File: config.mk
export PLATFORM = sky130hd
export DESIGN_NAME = cbb_control
export DESIGN_NICKNAME = d
export VERILOG_FILES = /design/src/sv/assert_macros.svh /design/src/sv/cbb_pkg.sv /design/src/sv/cbb_control.sv
export SDC_FILE = /design/constraint.sdc
export NUM_CORES = 1
export LEC_CHECK = 0
export ABC_AREA = 1
export BUFFER_PORTS_ARGS = -buffer_cell sky130_fd_sc_hd__buf_2
export CAP_MARGIN = 20
export CORE_AREA = 2 2 39 41
export CTS_CLUSTER_SIZE = 24
export DETAILED_ROUTE_END_ITERATION = 6
export DIE_AREA = 0 0 41 43
export GPL_TIMING_DRIVEN = 0
export PLACE_DENSITY = 0.47
export SLEW_MARGIN = 40
export SYNTH_ARGS = -nofsm -noshare
export SYNTH_HDL_FRONTEND = slang
export SYNTH_SLANG_ARGS = --single-unit
File: constraint.sdc
create_clock -name clock -period 1.54 [get_ports clock]
set_input_delay 0.308 -clock clock [delete_from_list [all_inputs] [get_ports clock]]
set_output_delay 0.308 -clock clock [all_outputs]
set_load 0.05 [all_outputs]
File: src/sv/assert_macros.svh
// Assertion macros for the RTL files; cbb_datapath.sv includes them.
`ifndef ASSERT_MACROS_SVH
`define ASSERT_MACROS_SVH

// The expression holds at every clock edge outside reset.
`define ASSERT_ALWAYS(label, clk, rst, expr) \
   label: assert property (@(posedge clk) disable iff (rst) (expr)) \
      else $error("assertion failed: invariant");

// The antecedent in a cycle implies the consequent in the same cycle.
`define ASSERT_IMPLIES(label, clk, rst, ante, cons) \
   label: assert property (@(posedge clk) disable iff (rst) (ante) |-> (cons)) \
      else $error("assertion failed: implication");

`endif

File: src/sv/cbb_pkg.sv
package cbb_pkg;

   localparam int SAMPLE_W    = 8;
   localparam int BOX_W       = 15;
   localparam int TENT_W      = 22;
   localparam int QUAD_W      = 29;
   localparam int COUNT_W     = 9;
   localparam int RADIUS_W    = 6;
   localparam int ORDER_W     = 2;
   localparam int BOXW_W      = 7;
   localparam int WSQ_W       = 14;
   localparam int DIVISOR_W   = 21;
   localparam int QUOT_W      = 8;
   localparam int DSH_W       = DIVISOR_W + QUOT_W - 1;
   localparam int CSR_INDEX_W = 2;
   localparam int CSR_DATA_W  = 8;

   localparam int DEFAULT_MAX_RADIUS = 63;
   localparam int RADIUS_CODE_MAX    = 63;

   localparam logic [CSR_INDEX_W-1:0] REG_RADIUS = 2'd0;
   localparam logic [CSR_INDEX_W-1:0] REG_ORDER  = 2'd1;

   localparam logic [RADIUS_W-1:0] RADIUS_RESET = 6'd1;
   localparam logic [ORDER_W-1:0]  ORDER_RESET  = 2'd3;

   localparam logic [ORDER_W-1:0] ORDER_OFF  = 2'd0;
   localparam logic [ORDER_W-1:0] ORDER_BOX  = 2'd1;
   localparam logic [ORDER_W-1:0] ORDER_TENT = 2'd2;
   localparam logic [ORDER_W-1:0] ORDER_QUAD = 2'd3;

   typedef struct packed {
      logic load_item;
      logic do_read;
      logic do_box;
      logic do_tent;
      logic do_quad;
      logic div_step;
      logic out_load;
   } cmd_type;

   typedef struct packed {
      logic emit;
      logic out_free;
   } status_type;

endpackage

File: src/sv/cbb_control.sv
module cbb_control (
   input  logic                clock,
   input  logic                reset,
   input  logic                req_valid,
   output logic                req_stall,
   input  cbb_pkg::status_type status,
   output cbb_pkg::cmd_type    cmd
);

   localparam logic [2:0] S_IDLE = 3'd0;
   localparam logic [2:0] S_READ = 3'd1;
   localparam logic [2:0] S_BOX  = 3'd2;
   localparam logic [2:0] S_TENT = 3'd3;
   localparam logic [2:0] S_QUAD = 3'd4;
   localparam logic [2:0] S_DIV  = 3'd5;
   localparam logic [2:0] S_OUT  = 3'd6;

   localparam int CNT_W = $clog2(cbb_pkg::QUOT_W);

   logic [2:0]       state_ff, state_in;
   logic [CNT_W-1:0] cnt_ff, cnt_in;

   assign req_stall = (state_ff != S_IDLE);

   always_comb begin
      state_in = state_ff;
      cnt_in   = cnt_ff;
      cmd      = '0;
      unique case (state_ff)
         S_IDLE: begin
            if (req_valid) begin
               cmd.load_item = 1'b1;
               state_in      = S_READ;
            end
         end
         S_READ: begin
            cmd.do_read = 1'b1;
            state_in    = S_BOX;
         end
         S_BOX: begin
            cmd.do_box = 1'b1;
            state_in   = S_TENT;
         end
         S_TENT: begin
            cmd.do_tent = 1'b1;
            state_in    = S_QUAD;
         end
         S_QUAD: begin
            cmd.do_quad = 1'b1;
            cnt_in      = '0;
            state_in    = status.emit ? S_DIV : S_IDLE;
         end
         S_DIV: begin
            cmd.div_step = 1'b1;
            cnt_in       = cnt_ff + 1'b1;
            if (cnt_ff == CNT_W'(cbb_pkg::QUOT_W - 1)) begin
               state_in = S_OUT;
            end
         end
         S_OUT: begin
            if (status.out_free) begin
               cmd.out_load = 1'b1;
               state_in     = S_IDLE;
            end
         end
         default: begin
            state_in = S_IDLE;
         end
      endcase
   end

   always_ff @(posedge clock) begin
      if (reset) begin
         state_ff <= S_IDLE;
         cnt_ff   <= '0;
      end else begin
         state_ff <= state_in;
         cnt_ff   <= cnt_in;
      end
   end

endmodule

==> results.md, run 1 <==
- Outcome: finished clean
- TritonCTS clock tree: yes
- Clock root cell: sky130_fd_sc_hd__clkbuf_4
- Fraction of post-synthesis cell area in the top cell type by area: 0.320
- Max cap viols: 0
- Final worst-path cycle share: 0.977
- Flops & latches, synth: 6
- Leakage power summed over all cells: around 0.28 nW
- Global routing met1 resource utilization: 0.166
- ANT nets after route: 0
- Total overflow reported by the global router: 0
- Layout Skew: about 0.0039 ns
- Synth Area per Inst: 6.59 sq um
- Global-route met2 utilization: 0.163
- CTS Hold Bufs: 0
- Initial cell density of the core: 0.271
- Time the worst path needs with I/O delays and setup: 1.50 ns
- Worst path arrival time: 1.20 ns
- Hold Path Origin: reset
- Die Y: 43 um
- Number of clock sinks seen by CTS: 6
- Setup fix buffers added after clock tree synthesis: 0
- Top fanout value on the critical path: 7
- Placer Congestion: roughly 0.74
- H-tree depth reported by CTS: 1
- Number of vias per cell: approximately 4.4
- Number of design-rule violations left by the first detailed-router iteration: 5
- P_int: 0.000533 W
- Data required time at the worst endpoint: 1.23 ns
- Inserted Diodes: 0
- I/O Buffers: 12
- Cell count after placement: 85
- Sw frac: 0.574
- Power per cell area: 2330 nW/um^2
- Setup crit end kind: primary output
- Share of total power in sequential cells: 0.234
- R2R Path End: state_ff[0]
- Part of the Yosys area used for sequential elements: 0.320
- Clk pin slew, worst setup/hold paths: approximately 0.050 ns
- Wire per inst: 9.10 um
- Final Core Density: 0.388
- Finish-stage setup viols: 0
- GRT Max-Usage Layer: met1
- Number of instances on the worst hold path: 2
- Number of CTS-inserted buffers: 3
- Clock latency at the later pin of the worst-skew pair: 0.25 ns
- VDD IR max: 0.636 mV
- DR pass1 iterations: 2
- R2R cell count: 8
- Wire length of the first global-routing pass: 1490 um
- Full die area: 1760 sq um
- Instance count of the mapped netlist: 57
- Standard-cell rows: 14
- Core region area: 1380 sq um
- Drt drc: 0
- Library cell occupying the most area in the post-synthesis netlist: sky130_fd_sc_hd__dfxtp_1
- Fraction of power consumed by the clock network: 0.117
- Launching point of the worst reg2reg path: cnt_ff[0]
- Net switching power of the design: 0.000716 W
- Ratio of cells with drive above 1 in the final layout: 0.431
- Slew @ Worst Pin: 0.248 ns
- GRT met3 Usage: 0.0471
- Vias: 383
- Hold Crit Endpoint: cnt_ff[2]
- Worst min path class: input port to register
- Syn nets: between 60 and 70
- Number of hold violations in the final report: 0
- Max clock buf depth: 2
- Post-DP HPWL: 664 um
- Design area: 537 sq um
- Overall routed net length: 801 um
- Area of placed instances: approximately 480 sq um
- R2R setup slack: 0.28 ns
- Via count of the first global-routing pass: approximately 370
- Final count of pins violating max slew: 0
- Yosys warning count: 0
- Maximum number of pins on one net before global-route repair: 8
- RSZ-0062 raised after global routing: true
- Final Non-Filler Cells: 88
- Post-synthesis instance area: 375 sq um
- Layout Area Growth over Synthesis: 43.0%
- Unique cell type count in the Yosys netlist: 15
- Post-CTS Resized: 6
- Worst slew slack as a fraction of its limit: 0.836
- Synth area leaders: sky130_fd_sc_hd__dfxtp_1 32%, sky130_fd_sc_hd__nand2_1 11%, sky130_fd_sc_hd__inv_1 8.0%, sky130_fd_sc_hd__nor2_1 8.0%, sky130_fd_sc_hd__ha_1 6.7%
- Width of the die: 41 um
- # IOs: 13
- Critical Path Source Type: register
- Combinational power share: 0.650
- Achievable clock frequency: 665 MHz
- Number of antenna violations at the first check in global routing: 0
- Final Net Count: 81
- Gr usage total: 0.134
- Critical path start-end classification: register to primary output
power groups by stage:
stage | combinational, W | sequential, W | clock (W)
4_1_cts | 0.000798 | 0.000280 | 0.000154
5_1_grt | 0.000886 | 0.000302 | 0.000172
3_3_place_gp | 0.000779 | 0.000277 | 0
2_1_floorplan | 0.000649 | 0.000261 | 0
3_5_place_dp | 0.000778 | 0.000277 | 0
6_report | 0.000811 | 0.000292 | 0.000146
synth_stat cells:
master	number
sky130_fd_sc_hd__a21oi_1	3
sky130_fd_sc_hd__dfxtp_1	6
sky130_fd_sc_hd__ha_1	2
sky130_fd_sc_hd__inv_1	8
sky130_fd_sc_hd__inv_2	4
sky130_fd_sc_hd__nand2_1	11
sky130_fd_sc_hd__nand2_2	2
sky130_fd_sc_hd__nand3_1	4
sky130_fd_sc_hd__nand3_2	2
sky130_fd_sc_hd__nand4_1	2
sky130_fd_sc_hd__nor2_1	8
sky130_fd_sc_hd__nor2_2	1
sky130_fd_sc_hd__nor2_4	1
sky130_fd_sc_hd__nor4_1	1
sky130_fd_sc_hd__o21ai_0	2
layout by cell type, fill, tap and decap left out:
cell,synthesis,routed
sky130_fd_sc_hd__nor2_4,1,2
sky130_fd_sc_hd__dfxtp_4,0,1
sky130_fd_sc_hd__inv_4,0,1
sky130_fd_sc_hd__o21ai_0,2,2
sky130_fd_sc_hd__ha_1,2,2
sky130_fd_sc_hd__inv_1,8,8
sky130_fd_sc_hd__nor4_4,0,1
sky130_fd_sc_hd__clkbuf_4,0,6
sky130_fd_sc_hd__nor2_1,8,7
sky130_fd_sc_hd__nor2_2,1,1
sky130_fd_sc_hd__dfxtp_1,6,3
sky130_fd_sc_hd__nand3_1,4,4
sky130_fd_sc_hd__nand2_1,11,10
sky130_fd_sc_hd__buf_4,0,2
sky130_fd_sc_hd__buf_2,0,5
sky130_fd_sc_hd__a21oi_1,3,3
sky130_fd_sc_hd__inv_2,4,3
sky130_fd_sc_hd__nand2_2,2,3
sky130_fd_sc_hd__nand4_1,2,2
sky130_fd_sc_hd__nand3_2,2,2
sky130_fd_sc_hd__buf_6,0,2
sky130_fd_sc_hd__dfxtp_2,0,2
critical path, cell delays in order (launching register included):
cell and delay [ns]:
sky130_fd_sc_hd__dfxtp_2 0.36, sky130_fd_sc_hd__nor2_2 0.20, sky130_fd_sc_hd__nand2_2 0.09, sky130_fd_sc_hd__nor2_4 0.10
sky130_fd_sc_hd__buf_4 0.19
flip-flops by register name, summed over array words and instances (netlist names):
| signal | count |
|---|---|
| state_ff | 3 |
| cnt_ff | 3 |
worst max path at each step:
stage / from / to / cells past startpoint
floorplan: state_ff[0] / cmd[5] / 2
global placement: state_ff[2] / cmd[0] / 3
detailed placement: state_ff[2] / cmd[0] / 3
CTS: state_ff[2] / cmd[0] / 3
global route: state_ff[0] / cmd[6] / 4
finish: state_ff[0] / cmd[6] / 4
per-layer routing:
| layer | part of all wire | up-vias | wire length [um] |
|---|---|---|---|
| li1 | - | 214 | - |
| met1 | 0.50 | 151 | 403 |
| met2 | 0.38 | 13 | 305 |
| met3 | 0.061 | 5 | 49 |
| met4 | 0.052 | 0 | 42 |
| met5 | 0 | - | 0 |
final cells by class:
class / count / area, sq um
clock buffers: 3 / 22.5
fillers: 147 / 847
inverters: 12 / 47.5
multi-input cells: 39 / 235
flip-flops and latches: 6 / 126
well taps: 16 / 20.0
repair buffers: 12 / 85.1
cells by family after synthesis:
family / count (synthesis) / synth area share
AOI/OAI and AO/OA: 5 / 0.0667
and+or+nand+nor: 32 / 0.427
adders and majority gates: 2 / 0.0667
buffers and inverters: 12 / 0.120
DFF: 6 / 0.320
stage by stage:
step | hold WS (ns) | setup WS, ns | total power (W) | TNS [ns]
finish | 0.250 | 0.0362 | 0.00125 | 0
global placement | 0.447 | 0.148 | 0.00106 | 0
global route | 0.246 | -0.0324 | 0.00136 | -0.0438
CTS | 0.245 | 0.0144 | 0.00123 | 0
floorplan | 0.377 | -0.00469 | 0.000910 | -0.00469
detailed placement | 0.457 | 0.135 | 0.00106 | 0
(Power assumes the default switching activity.)
==> run 2, diff against run 1 <==
PLACE_DENSITY = unset   (was 0.47)
PLACE_DENSITY_LB_ADDON = 0.12   (was unset)
==> run 2 against run 1 <==
Design area fell by 1.4%. Worst hold slack got worse by 0.0027 ns. Routed wire length shrank 0.12%. Via count down 0.52%. Clock power hardly changed. Register-to-register slack is essentially flat. Sequential cell count stayed put. Die area is the same. Setup slack worse by 0.00073 ns. Sequential share of layout area is 0.098 points higher. Count of clock-buffer cells in the layout unchanged. Critical path type unchanged.
==> results.md, run 2 (synthesis results as in run 1) <==
- Outcome: finished clean
- Largest stage delay on the critical path: 0.36 ns (about the same)
- Final count of pins violating max slew: 0 (unchanged)
- TritonCTS clock tree: yes
- Clock root cell: sky130_fd_sc_hd__clkbuf_4
- R2R cell count: 8 (unchanged)
- Worst slew slack as a fraction of its limit: 0.836 (about the same)
- # IOs: 13 (unchanged)
- Worst path slowest cell: sky130_fd_sc_hd__dfxtp_2
- Design area: 529 sq um (-1.4%)
- Final Non-Filler Cells: 88 (unchanged)
- Initial cell density of the core: 0.271 (unchanged)
- Area of placed instances: 480 sq um (unchanged)
- Full die area: 1760 sq um (unchanged)
- Placer Congestion: 0.727 (-1.6%)
- Wire length of the first global-routing pass: 1390 um (-7.0%)
- Critical Path Source Type: register
- Clk pin slew, worst setup/hold paths: 0.05 ns (about the same)
- Ratio of cells with drive above 1 in the final layout: 0.417 (-0.0139)
- Crit path launch: state_ff[0]
- RSZ-0062 raised after global routing: true
- Hold Path Origin: reset
- Number of vias per cell: 4.33 (-0.52%)
- Vias: 381 (-0.52%)
- H-tree depth reported by CTS: 1 (unchanged)
- VDD IR max: 0.954 mV (+50%)
- Number of hold violations in the final report: 0 (unchanged)
- Final Net Count: 81 (unchanged)
- Leakage power summed over all cells: 0.280 nW (-0.65%)
- DR pass1 iterations: 2 (unchanged)
- Dpl ws: 0.141 ns (+0.00602 ns)
- Power per cell area: 2340 nW/um^2 (+0.67%)
- I/O Buffers: 12 (unchanged)
- Overall routed net length: 800 um (-0.12%)
- Critical path capture point: cmd[6]
- Registers with the most flip-flops: cnt_ff x3, state_ff x3
- Number of antenna violations at the first check in global routing: 0 (unchanged)
- Clock latency at the later pin of the worst-skew pair: 0.25 ns (about the same)
- Wire per inst: 9.09 um (-0.12%)
- R2R Path End: state_ff[0]
- Critical path start-end classification: register to primary output
- Worst min path class: input port to register
- Core region area: 1380 sq um (unchanged)
- Leading cell type in the layout, fill and taps excluded: sky130_fd_sc_hd__nand2_1
- Worst path arrival time: 1.20 ns (about the same)
- R2R setup slack: 0.28 ns (about the same)
- Number of CTS-inserted buffers: 3 (unchanged)
- Layout Area Growth over Synthesis: 41.0%
- Post-DP HPWL: 639 um (-3.8%)
- Time the worst path needs with I/O delays and setup: 1.50 ns (+0.000727 ns)
- Max cap viols: 0 (unchanged)
- Layout Skew: 0.00110 ns (-0.00278 ns)
- Cell count after placement: 85 (unchanged)
- Via count of the first global-routing pass: 343 (-7.8%)
- Achievable clock frequency: 665 MHz (about the same)
- Worst path cell trace: nor2_2 -> nand2_2 -> nor2_4 -> buf_4
- Setup crit end kind: primary output
- Number of clock sinks seen by CTS: 6 (unchanged)
- Drt drc: 0 (unchanged)
- Inserted Diodes: 0 (unchanged)
- Max clock buf depth: 2 (unchanged)
- Least setup slack across all paths after layout: 0.0354 ns (-0.000727 ns)
- Total overflow reported by the global router: 0 (unchanged)
- Launching point of the worst reg2reg path: cnt_ff[0]
- ANT nets after route: 0 (unchanged)
- Finish-stage setup viols: 0 (unchanged)
- Final worst-path cycle share: 0.977 (about the same)
- Number of design-rule violations left by the first detailed-router iteration: 1 (-4)
- Width of the die: 41 um (unchanged)
- Gr usage total: 0.118 (-0.0162)
- Standard-cell rows: 14 (unchanged)
- Data required time at the worst endpoint: 1.23 ns (about the same)
- Slew @ Worst Pin: 0.248 ns (+0.000127 ns)
- Top fanout value on the critical path: 7 (unchanged)
- Most frequent cells in the layout: 10 x sky130_fd_sc_hd__nand2_1, 8 x sky130_fd_sc_hd__inv_1, 7 x sky130_fd_sc_hd__nor2_1, 6 x sky130_fd_sc_hd__clkbuf_4, 5 x sky130_fd_sc_hd__buf_2
- Maximum number of pins on one net before global-route repair: 8 (unchanged)
- Die Y: 43 um (unchanged)
- Overall Power: 0.00124 W (-0.74%)
## run 2: cell count changes in the layout (fill, tap and decap cells not counted)
cell                      previous run  this run
sky130_fd_sc_hd__buf_6               2         1
sky130_fd_sc_hd__dfxtp_2             2         1
sky130_fd_sc_hd__dfxtp_1             3         4
sky130_fd_sc_hd__buf_4               2         3
sky130_fd_sc_hd__inv_2               3         4
sky130_fd_sc_hd__inv_4               1         0
## run 2: through the flow
stage | hold WS (ns) | util | TNS, ns
detailed placement | 0.452 | 0.347 | 0
floorplan | 0.377 | - | -0.00469
global placement | 0.447 | 0.347 | 0
finish | 0.247 | 0.382 | 0
global route | 0.257 | 0.382 | -0.0510
CTS | 0.239 | 0.373 | 0
## run 2: how the worst min path moves through the flow
stage | to | slack, ns | depth (start not counted)
floorplan | cnt_ff[1] | 0.38 | 1
global route | cnt_ff[1] | 0.26 | 2
finish | cnt_ff[2] | 0.25 | 2
CTS | cnt_ff[2] | 0.24 | 2
global placement | cnt_ff[2] | 0.45 | 2
detailed placement | cnt_ff[0] | 0.45 | 1
## run 2: power breakdown
part	switching, W	internal [W]	total [W]
combinational	0.000580	0.000225	0.000805
clock	0.0000607	0.0000884	0.000149
sequential	0.0000754	0.000210	0.000285
total	0.000716	0.000523	0.00124
## run 2: repair_timing
action                                 in CTS  in global routing
pin swaps                                   0                  0
hold buffers                                0                  0
endpoints found under the hold margin       0                  0
setup buffers                               0                  0
setup endpoints to repair                   7                  6
gates resized for setup                     6                  5
## run 2: layer usage
metal  global-route usage  wire, um  vias to the layer above
met2                0.138       335                       12
met5                    0         0                        -
li1                     -         -                      210
met3               0.0157        48                        2
met1                0.168       394                      157
met4                0.120        21                        0
## run 2: worst max-delay path: cells and delay by family (launching register included)
family	cells	cell delay, ns
flops	1	0.36
buf+inv	1	0.19
simple gates	3	0.39
## run 2: area by class of cell
type,instances,area (sq um)
repair buffers,12,81.3
multi-input cells,39,235
fillers,158,855
flip-flops and latches,6,125
clock buffers,3,22.5
inverters,12,45.0
well taps,16,20.0
==> run 3, diff against run 2 <==
CORE_AREA = 8 8 45 47   (was 2 2 39 41)
DIE_AREA = 0 0 53 55   (was 0 0 41 43)
REMOVE_ABC_BUFFERS = 1   (was unset)
==> run 3 against run 2 <==
Routed wire length increased by 11%. Count of clock-buffer cells in the layout unchanged. Design area decreased by 5.2%. Clock power decreased by 6%. Maximum frequency up 0.11%. Critical path depth is 1 lower. Non-clock buffer count unchanged. Power fell by 4.2%. Worst hold slack improved by 0.0045 ns. Sequential power rose by 3%. Critical endpoint is now cmd[0]. Clock skew up 0.0049 ns.
==> results.md, run 3 (synthesis results as in run 1) <==
- Inserted Diodes: 0 (unchanged)
- Critical path start-end classification: register to primary output
- Max clock buf depth: 2 (unchanged)
- Slew @ Worst Pin: 0.253 ns (+0.00465 ns)
- Wire length of the first global-routing pass: 1500 um (+8.0%)
- Core region area: 1380 sq um (unchanged)
- Finish-stage setup viols: 0 (unchanged)
- Placer Congestion: 0.746 (+2.6%)
- Number of design-rule violations left by the first detailed-router iteration: 4 (+3)
- Clk pin slew, worst setup/hold paths: 0.05 ns (about the same)
- Data required time at the worst endpoint: 1.23 ns (about the same)
- Number of hold violations in the final report: 0 (unchanged)
- Combinational power share: 0.636 (-0.014)
- Via count of the first global-routing pass: 368 (+7.3%)
- Number of fill cells: 165 (+4.4%)
- CTS Hold Bufs: 0 (unchanged)
- H-tree depth reported by CTS: 1 (unchanged)
- Fraction of power consumed by the clock network: 0.118 (-0.002)
- Number of vias per cell: 4.39 (+1.3%)
- Most frequent cells in the layout: 11 x sky130_fd_sc_hd__nand2_1, 8 x sky130_fd_sc_hd__inv_1, 8 x sky130_fd_sc_hd__nor2_1, 7 x sky130_fd_sc_hd__buf_2
- Worst min path class: input port to register
- Achievable clock frequency: 665 MHz (+0.11%)
- Final Core Density: 0.363 (-0.0199)
- VDD IR max: 0.837 mV (-12%)
- Sw frac: 0.576 (-0.00196)
- Full die area: 2920 sq um (+65%)
- Setup crit end kind: primary output
- Outcome: finished clean
- Vias: 386 (+1.3%)
- P_int: 0.000504 W (-3.8%)
- TritonCTS clock tree: yes
- Drt drc: 0 (unchanged)
- Largest stage delay on the critical path: 0.37 ns (about the same)
- I/O Buffers: 12 (unchanged)
- Overall routed net length: 887 um (+11%)
- Number of clock sinks seen by CTS: 6 (unchanged)
- Standard-cell rows: 14 (unchanged)
- Worst slew slack as a fraction of its limit: 0.833 (-0.00308)
- Worst path arrival time: 1.19 ns (about the same)
- Accumulated negative setup slack: 0 ns (unchanged)
- Power per cell area: 2370 nW/um^2 (+1.0%)
- Leading cell type in the layout, fill and taps excluded: sky130_fd_sc_hd__nand2_1
- Setup fix buffers added after clock tree synthesis: 0 (unchanged)
- Registers with the most flip-flops: cnt_ff x3, state_ff x3
- Wire per inst: 10.1 um (+11%)
- Net switching power of the design: 0.000684 W (-4.5%)
- RSZ-0062 raised after global routing: false
- ANT nets after route: 0 (unchanged)
- Leakage power summed over all cells: 0.278 nW (-0.44%)
- Gr usage total: 0.0678 (-0.0499)
- Number of CTS-inserted buffers: 3 (unchanged)
- Worst path slowest cell: sky130_fd_sc_hd__dfxtp_4
- Final Net Count: 81 (unchanged)
- Post-DP HPWL: 723 um (+13%)
- Top fanout value on the critical path: 6 (-1)
- Worst path cell trace: inv_2 -> nor4_1 -> buf_4
- Maximum number of pins on one net before global-route repair: 8 (unchanged)
- Ratio of cells with drive above 1 in the final layout: 0.389 (-0.0278)
- Initial cell density of the core: 0.271 (unchanged)
- Number of antenna violations at the first check in global routing: 0 (unchanged)
- Share of total power in sequential cells: 0.247 (+0.017)
- Final worst-path cycle share: 0.976 (-0.00107)
- Final count of pins violating max slew: 0 (unchanged)
- Total overflow reported by the global router: 0 (unchanged)
- Width of the die: 53 um (+29%)
- Critical Path Source Type: register
- Die Y: 55 um (+28%)
- DR pass1 iterations: 4 (+2)
- Clock root cell: sky130_fd_sc_hd__clkbuf_4
- Max cap viols: 0 (unchanged)
- Time the worst path needs with I/O delays and setup: 1.50 ns (-0.00165 ns)
- Layout Skew: 0.00598 ns (+0.00487 ns)
- Clock latency at the later pin of the worst-skew pair: 0.24 ns (about the same)
- # IOs: 13 (unchanged)
- Worst hold margin: 0.252 ns (+0.00450 ns)
- Layout Area Growth over Synthesis: 33.7%
==> run 3: cell type report <==
type | count | area [sq um] | area share
inverter | 12 | 45.0 | 0.0898
clock buffer | 3 | 22.5 | 0.0449
sequential | 6 | 126 | 0.252
timing repair buffer | 12 | 72.6 | 0.145
tap | 16 | 20.0 | 0.0399
multi-input combinational | 39 | 215 | 0.429
==> run 3: stage by stage <==
| stage | instance area (sq um) | setup WS [ns] | std cells | total power [W] |
|---|---|---|---|---|
| floorplan | 375 | -0.788 | 57 | 0.000856 |
| detailed placement | 455 | 0.137 | 85 | 0.00101 |
| CTS | 489 | 0.00473 | 88 | 0.00117 |
| finish | 502 | 0.0371 | 88 | 0.00119 |
| global placement | 455 | 0.136 | 85 | 0.00101 |
| global route | 502 | 0.00283 | 88 | 0.00128 |
==> run 3: per-layer routing <==
metal,part of all wire,GRT usage,up-vias
met5,0,0,-
met1,0.47,0.0775,164
met2,0.42,0.104,9
li1,-,-,211
met3,0.099,0.0214,2
met4,0.014,0.0517,0
==> run 3: worst max-delay path: cells and delay by family (launching register included) <==
kind	cells	cell delay, ns
flip-flops	1	0.37
AND/OR/NAND/NOR	1	0.26
buffers and inverters	2	0.32
==> run 3: what timing repair did <==
item	in CTS	in global routing
setup endpoints to repair	4	6
resized for setup	5	5
gates cloned	0	0
==> run 3: worst paths after layout <==
path	from	cells past startpoint	end	slack [ns]
max	state_ff[2]	3	cmd[0]	0.04
min	reset	2	cnt_ff[2]	0.25
max reg2reg	cnt_ff[0]	8	state_ff[0]	0.27
min reg2reg	cnt_ff[0]	1	cnt_ff[0]	0.45
==> run 3: power groups by stage <==
stage / Combinational, W / Clock (W) / Sequential (W)
floorplan: 0.000601 / 0 / 0.000255
global placement: 0.000735 / 0 / 0.000272
detailed placement: 0.000734 / 0 / 0.000271
CTS: 0.000753 / 0.000150 / 0.000271
global route: 0.000826 / 0.000156 / 0.000299
finish: 0.000755 / 0.000140 / 0.000293
